**src/hdl/f64eu_pkg.sv**
```systemverilog
// Package for the float64 exponent unit: payload structs, constants, stage records.
// No dependencies.
package f64eu_pkg;

  localparam int FracBits = 52;
  localparam logic [10:0] ExpMax = 11'h7FF;
  localparam logic [10:0] HalfBiased = 11'd1022;

  typedef enum logic [0:0] {
    OP_DECOMPOSE = 1'b0,
    OP_SCALE     = 1'b1
  } op_t;

  typedef struct packed {
    logic               op;
    logic [63:0]        value_bits;
    logic signed [31:0] scale_exp;
  } in_item_t;

  typedef struct packed {
    logic [63:0]        result_bits;
    logic signed [11:0] exponent_out;
  } out_item_t;

  // Stage record after normalization.
  typedef struct packed {
    logic               op;
    logic               zero;
    logic               nan;
    logic               sign;
    logic [51:0]        frac;
    logic signed [11:0] bexp;
    logic signed [31:0] scale_exp;
  } norm_t;

  // Stage record after the exponent add.
  typedef struct packed {
    logic               op;
    logic               zero;
    logic               nan;
    logic               sign;
    logic [51:0]        frac;
    logic signed [11:0] bexp;
    logic signed [33:0] sum;
  } sum_t;

endpackage

```
**src/hdl/float64_exponent_unit_core.sv**
```systemverilog
// Top level of the float64 exponent unit: four register stages, the last one the output register.
// Depends on f64eu_pkg and f64eu_lz.
//
// Exponent operations on raw IEEE-754 double bits. op = decompose splits the operand into a
// mantissa carrying biased exponent 1022 (sign kept) and exponent = biased exp - 1022; op = scale
// adds scale_exp to the biased exponent, flushing to +0 at or below exponent zero and
// saturating to infinity at 2047 or above (+inf only for positive non-NaN operands). Zero
// operands give +0 and exponent 0. Subnormals are normalized first. One item enters per
// cycle while the output register is empty or taken. Stages: leading one search,
// normalizing shift, 34-bit exponent add, result format. All stages advance together
// when the output register is empty or taken, so a stall holds every item in place.
module float64_exponent_unit_core (
  input  logic                  clk,
  input  logic                  rst,
  input  logic                  in_valid,
  output logic                  in_ready,
  input  f64eu_pkg::in_item_t   in_data,
  output logic                  out_valid,
  input  logic                  out_ready,
  output f64eu_pkg::out_item_t  out_data
);
  import f64eu_pkg::*;

  logic       advance;
  logic [3:0] vld;
  logic [5:0] lz_pos;
  logic [51:0] lz_frac;

  // Stage 1 side data.
  logic        s1_op, s1_zero, s1_nan, s1_sign, s1_sub;
  logic [51:0] s1_frac;
  logic [10:0] s1_exp;
  logic signed [31:0] s1_scale;

  norm_t     s2;
  norm_t     s2_next;
  sum_t      s3;
  out_item_t res_next;

  // Advance whole pipe when the last stage can move.
  assign advance   = !vld[3] || out_ready;
  assign in_ready  = advance;
  assign out_valid = vld[3];

  always_ff @(posedge clk) begin
    if (rst) begin
      vld <= '0;
    end else if (advance) begin
      vld <= {vld[2:0], in_valid};
    end
  end

  f64eu_lz u_lz (
    .clk      (clk),
    .advance  (advance),
    .frac     (in_data.value_bits[51:0]),
    .pos      (lz_pos),
    .norm_frac(lz_frac)
  );

  // Stage 1: capture fields and classify.
  always_ff @(posedge clk) begin
    if (advance) begin
      s1_op    <= in_data.op;
      s1_sign  <= in_data.value_bits[63];
      s1_exp   <= in_data.value_bits[62:52];
      s1_frac  <= in_data.value_bits[51:0];
      s1_scale <= in_data.scale_exp;
      s1_zero  <= in_data.value_bits[62:0] == '0;
      s1_sub   <= in_data.value_bits[62:52] == '0;
      s1_nan   <= in_data.value_bits[62:52] == ExpMax && in_data.value_bits[51:0] != '0;
    end
  end

  // Stage 2: pick normalized fraction and exponent.
  always_comb begin
    s2_next.op        = s1_op;
    s2_next.zero      = s1_zero;
    s2_next.nan       = s1_nan;
    s2_next.sign      = s1_sign;
    s2_next.scale_exp = s1_scale;
    if (s1_sub) begin
      s2_next.frac = lz_frac;
      s2_next.bexp = 12'(signed'({6'b0, lz_pos})) - 12'sd51;
    end else begin
      s2_next.frac = s1_frac;
      s2_next.bexp = signed'({1'b0, s1_exp});
    end
  end

  always_ff @(posedge clk) begin
    if (advance) begin
      s2 <= s2_next;
    end
  end

  // Stage 3: exponent add without wrap.
  always_ff @(posedge clk) begin
    if (advance) begin
      s3.op   <= s2.op;
      s3.zero <= s2.zero;
      s3.nan  <= s2.nan;
      s3.sign <= s2.sign;
      s3.frac <= s2.frac;
      s3.bexp <= s2.bexp;
      s3.sum  <= 34'(s2.bexp) + 34'(s2.scale_exp);
    end
  end

  // Stage 4: format result.
  always_comb begin
    res_next = '0;
    if (!s3.zero) begin
      if (s3.op == OP_DECOMPOSE) begin
        res_next.result_bits  = {s3.sign, HalfBiased, s3.frac};
        res_next.exponent_out = s3.bexp - 12'(HalfBiased);
      end else if (s3.sum <= 0) begin
        res_next.result_bits = '0;
      end else if (s3.sum >= 34'(ExpMax)) begin
        res_next.result_bits = {(s3.sign || s3.nan), ExpMax, 52'b0};
      end else begin
        res_next.result_bits = {s3.sign, s3.sum[10:0], s3.frac};
      end
    end
  end

  always_ff @(posedge clk) begin
    if (advance) begin
      out_data <= res_next;
    end
  end
endmodule

```
**src/hdl/f64eu_lz.sv**
```systemverilog
// Leading-one search and normalizing shift for subnormal fractions, two stages.
// Depends on f64eu_pkg.
module f64eu_lz (
  input  logic        clk,
  input  logic        advance,
  input  logic [51:0] frac,
  output logic [5:0]  pos,
  output logic [51:0] norm_frac
);
  import f64eu_pkg::*;

  logic [5:0]  pos_c;
  logic [51:0] frac_q;
  logic [5:0]  pos_q;

  // Find highest set bit (0 when none).
  always_comb begin
    pos_c = '0;
    for (int i = 0; i < FracBits; i++) begin
      if (frac[i]) begin
        pos_c = 6'(i);
      end
    end
  end

  always_ff @(posedge clk) begin
    if (advance) begin
      frac_q <= frac;
      pos_q  <= pos_c;
    end
  end

  // Move leading one to the hidden position, drop it.
  assign norm_frac = frac_q << (6'(FracBits) - pos_q);
  assign pos = pos_q;
endmodule
```
**config.mk**
```make
export PLATFORM = sky130hd
export DESIGN_NAME = float64_exponent_unit_core
export DESIGN_NICKNAME = d
export VERILOG_FILES = /design/src/hdl/f64eu_pkg.sv /design/src/hdl/float64_exponent_unit_core.sv /design/src/hdl/f64eu_lz.sv
export SDC_FILE = /design/constraint.sdc
export NUM_CORES = 1
export LEC_CHECK = 0
export ABC_CLOCK_PERIOD_IN_PS = 29400
export BUFFER_PORTS_ARGS = -buffer_cell sky130_fd_sc_hd__buf_2
export CORE_ASPECT_RATIO = 1.25
export CORE_MARGIN = 5
export CORE_UTILIZATION = 55
export CTS_CLUSTER_SIZE = 40
export DETAILED_ROUTE_END_ITERATION = 10
export PLACE_DENSITY = 0.75
export SETUP_SLACK_MARGIN = 0.4
export SYNTH_ARGS = -nofsm -noshare
export SYNTH_HDL_FRONTEND = slang
export SYNTH_SLANG_ARGS = --single-unit
```
**constraint.sdc**
```tcl
create_clock -name clk -period 29.4 [get_ports clk]
set_clock_uncertainty 0.2 [all_clocks]
set_input_delay 7.35 -clock clk [delete_from_list [all_inputs] [get_ports clk]]
set_output_delay 7.35 -clock clk [all_outputs]
set_load 0.02 [all_outputs]
```
## Word-level counts from Yosys, hierarchy flattened

Cells that the tools add are included.

- Output and inout port bits: 78
- Logic and storage cells: 106
- Bits of input ports: 101
- Register bits after elaboration: 388

- Bitwise logic cells: 1
- Reductions and logical operators: 12
- Magnitude comparators: 2
- Shift-type cells: 1
- $add $sub $neg: 4
- Mux-type cells: 54
- Equality and inequality tests: 1

Operators with widths:

| operator | number |
|---|---|
| $mux W64 | 4 |
| $mux W5 | 32 |
| $logic_not A63 Y1 | 1 |
| $reduce_bool A52 Y1 | 1 |
| $shl A52 B6 Y52 | 1 |
| $ge A34 B11 Y1 const B | 1 |
| $le A34 B1 Y1 const B | 1 |
| $add A12 B32 Y33 | 1 |
| $mux W4 | 8 |
| $reduce_or A20 Y1 | 1 |
| $mux W3 | 4 |
| $sub A12 B10 Y12 const B | 1 |
| $eq A11 B11 Y1 const B | 1 |
| $logic_not A11 Y1 | 1 |
| $mux W2 | 4 |
| $sub A6 B6 Y7 const B | 1 |
| $sub A6 B6 Y6 const A | 1 |
| $reduce_or A2 Y1 | 2 |
| $reduce_or A4 Y1 | 1 |
| $reduce_or A3 Y1 | 1 |
| $logic_or A1 B1 Y1 | 2 |
| $mux W1 | 2 |
| $logic_and A1 B1 Y1 | 1 |
| $logic_not A1 Y1 | 1 |
| $not A1 Y1 | 1 |

## Longest topological paths before layout

- Depth in word-level cells: 50
- Mapped depth: 16
- Gate-level depth less buffers: 11

## Hierarchy

From an unflattened synthesis, not the netlist that was laid out.

- Cell total of the unflattened synthesis: 1430
- Area total of the unflattened synthesis: 20353.3 µm²

By module, submodules not included:

| module | times used | area each (µm²) | cells an instance | sequential area each (µm²) |
|---|---|---|---|---|
| float64_exponent_unit_core | 1 | 14878.0 | 865 | 11400.9 |
| f64eu_lz | 1 | 5475.3 | 565 | 1741.7 |

## Worst setup path before layout

No wires, ideal clock.

- Path type: input port to output port
- Start: input out_ready
- End: output in_ready
- Setup slack: 3755 ps
- Required time: 21850 ps
- Path buffers: 1
- Data arrival time: 18095 ps
- Stages: 2
- Path through: nand2b_1 -> clkbuf_1

- Longest elaborated chain between the ends: 1

RTL lines:

| what | RTL line | RTL |
|---|---|---|
| from (decl) | float64_exponent_unit_core.sv:19 | `input logic out_ready,` |
| $logic_or A1 B1 Y1 | float64_exponent_unit_core.sv:41 | `assign advance = !vld[3] \|\| out_ready;` |
| to (decl) | float64_exponent_unit_core.sv:16 | `output logic in_ready,` |

Every way passes these cells.

## Worst setup path in the final report

Same ends and word-level chain as after synthesis.

==> summary.md <==
| Metric | Value |
|---|---|
| Status | `complete, no violations` |
| Chip Height | `213 µm` |
| Post-synthesis cell count | `1359` |
| Total power | `1.34 mW` |
| Post-synth top area cell | `edfxtp_1` |
| Via density | `5.95` |
| Crit path largest cell delay | `0.62 ns` |
| Slew HR | `28.2%` |
| Critical path's top delay family | `simple AND/OR/NAND/NOR gates` |
| Total Routed Length | `40100 µm` |
| Final setup TNS | `0 ns` |
| Detailed placement HPWL | `29000 µm` |
| Leak | `8.27 nW` |
| Most used DFF post-synth | `edfxtp_1` |
| WP data arrival | `8.35 ns` |
| Input/output buffers | `178` |
| Crit-path cells | `buf_2 -> nand2b_4 -> buf_2` |
| Hold slack final | `0.217 ns` |
| Number of synthesized flops with an enable pin | `383` |
| Worst Path Buf+Inv | `2` |
| Routed WL per cell | `20.3 µm` |
| Layout cell share with drive strength beyond 1 | `20.1%` |
| First-pass GRT wire length | `62600 µm` |
| Adder and majority cell fraction of the synthesized area | `2.51%` |
| Synth top area share | `63.1%` |
| Largest net degree at the start of global routing | `91` |
| Drt first pass iters | `5` |
| Final setup viols | `0` |
| Slowest CP cell | `nand2b_4` |
| Main combinational cell family by area after synthesis | `compound AO/OA/AOI/OAI gates` |
| Core box area | `0.0327 mm²` |
| Die ar. | `0.0369 mm²` |
| CTS Buffer Depth | `3` |
| Finished Cell Area | `0.0207 mm²` |
| Antenna violations before repair | `0` |
| Period utilization | `54.1%` |
| Worst-Skew Late Latency | `0.53 ns` |
| CP Capture Type | `output pin` |
| Fin. max-slew vios | `0` |
| Depth of the CTS H-tree | `2` |
| GRT Resource Usage Total | `21.3%` |
| Num CTS Buffers | `39` |
| Die Wd | `173 µm` |
| Root Driver | `clkbuf_16` |
| Remaining antenna violation count after routing | `0` |
| Minimum clock period | `15.90 ns` |
| Number of diodes | `0` |
| Mux cell area share after synthesis | `7.81%` |
| Initial Utilization | `55.7%` |
| Initial detailed-routing violation count | `977` |
| Post-CTS Resized | `0` |
| DRC viols | `0` |
| Peak supply drop | `0.0000607 V` |
| Clock transition at path regs | `0.06 ns` |
| Most common cell on crit path | `buf_2` |
| Placed cell area | `0.0195 mm²` |
| RSZ-0062 raised after global routing | `false` |
| Syn Std Cell Area | `0.0182 mm²` |
| Worst Path Required | `21.85 ns` |
| Final number of hold-violating endpoints | `0` |
| Cell Pwr Density | `64.4 mW/mm²` |
| HP Class | `flop to flop` |
| Seq/Total Area, Yosys | `63.6%` |
| Number of synthesized register bits | `387` |
| Max Fclk | `62.9 MHz` |
| Clock Sinks | `387` |
| Nets@finish | `1668` |
| Ys async rst share | `0%` |
| Core Rows | `74` |
| Hold_buf cts | `0` |
| Maxcap violations | `0` |
| Compound-Gate Fraction of Synth Area | `11.7%` |
| Crit path kind | `input pin to output pin` |
| Worst slew pin tran | `1.08 ns` |
| Vias | `11800` |
| Synth unique cells | `73` |
| Synth warn | `0` |
| Layout area overhead | `13.8%` |
| Critical Path Fanout Max | `63` |
| CTS tree | `yes` |
| Synth Area in XOR/XNOR | `2.11%` |
| Final Wtd Congestion | `0.937` |
| Avg Cell Area, Syn | `13.4 µm²` |
| Syn nets | `1496` |
| GR Overflow Total | `0` |
| Fillers | `2446` |
| Top post-synthesis cells by area | `edfxtp_1, mux2i_1, mux4_2` |
| Synth Area in Simple Gates | `9.88%` |
| Boundary Pins | `179` |
| Vias in the first global route | `11500` |
| Worst setup SP type | `input pin` |
| Postcts setup bufs | `0` |
-- power breakdown --
group	internal, mW	leakage (nW)	switching (mW)	total [mW]
clock	0.264	0.591	0.199	0.464
combinational	0.0756	3.52	0.116	0.192
sequential	0.656	4.16	0.0227	0.679
total	0.996	8.27	0.339	1.34
-- state kept, by name, indices dropped and copies added, names as in the netlist, 4 cells and up --
register,count
s3,101
s2,100
out_data,76
s1_frac,52
s1_scale,32
s1_exp,11
u_lz.pos,6
vld,4
-- layout make-up --
class / count / area, µm² / share of cell area, %
Sequential cell: 387 / 11600 / 55.9
Multi-Input combinational cell: 874 / 6270 / 30.2
Clock buffer: 44 / 1040 / 5.00
Timing Repair Buffer: 194 / 1010 / 4.88
Tap cell: 418 / 523 / 2.52
Clock inverter: 25 / 174 / 0.839
Inverter: 35 / 131 / 0.634
-- cells by family after synthesis --
logic type      after synthesis
compound gates              317
simple gates                368
flops                       387
mux                         110
fa+ha+maj                    36
buf+inv                      98
xor+xnor                     43
-- metrics by stage --
stage / worst slack [ns] / instances / utilization [%]
6_report: 13.50 / 1977 / 63.4
2_1_floorplan: 3.75 / 1359 / -
4_1_cts: 13.46 / 1977 / 63.4
3_3_place_gp: 13.48 / 1908 / 59.7
5_1_grt: 13.40 / 1977 / 63.4
3_5_place_dp: 13.46 / 1908 / 59.7
-- cells in the final DEF (no fill, tap or decap), types with 5 or more instances in the layout --
cell,Yosys,routed
a31oi_1,13,13
clkinv_2,0,7
buf_4,2,16
nand2_1,99,99
o22ai_1,6,6
o2bb2ai_1,23,23
a21o_1,17,17
ha_1,35,34
and2_1,58,58
mux2i_1,69,69
and3_1,8,8
clkinv_1,0,11
o31ai_1,9,9
nand4_1,9,9
a21oi_1,89,89
clkbuf_16,0,41
xnor2_1,28,24
xor2_1,14,13
nor3_1,20,20
inv_1,35,34
nand2b_1,10,9
edfxtp_1,383,383
o31a_1,5,5
nor4_1,27,27
or2_2,5,5
mux4_2,24,24
buf_2,21,178
o21ai_0,51,51
a211oi_1,24,24
mux2_2,17,17
o21a_1,24,24
nor2_1,91,91
o221ai_1,10,10
nand3_1,23,23
-- Yosys cell counts (all sizes together), types with 28 or more instances --
cell type	n
a21oi	89
nand2	99
nor4	28
mux2i	69
inv	35
nor2	91
o21ai	54
ha	35
edfxtp	383
and2	58
buf	33
xnor2	29
clkbuf	30
-- metal layers --
| metal | up-vias | global-route usage [%] | part of all wire (%) |
|---|---|---|---|
| met5 | - | 0 | 0 |
| met2 | 389 | 34.0 | 47 |
| met1 | 5680 | 29.9 | 44 |
| met4 | 0 | 7.54 | 3.3 |
| li1 | 5609 | - | - |
| met3 | 78 | 3.84 | 6.0 |
-- worst paths after layout --
check / from / endpoint / slack [ns] / depth (start not counted)
setup reg to reg: u_lz.pos[0]$_SDFFCE_PP1P_ / s2[90]$_DFFE_PP_ / 24.73 / 11
hold / removal: s2[51]$_DFFE_PP_ / s3[53]$_DFFE_PP_ / 0.22 / 0
setup / recovery: out_ready / in_ready / 13.50 / 3
hold reg to reg: s2[51]$_DFFE_PP_ / s3[53]$_DFFE_PP_ / 0.22 / 0
-- worst register-to-register path, cell delays in order, from the launching register on --
cell and delay, ns:
edfxtp_1 0.33, buf_4 0.57, inv_1 0.17, ha_2 0.35, buf_4 0.61, mux2i_1 0.42
mux2i_1 0.14, o21ai_0 0.58, o21ai_0 0.41, mux2_2 0.37, o21ai_0 0.15, a21oi_1 0.10
No activity file was read; power rests on OpenSTA's default activity.
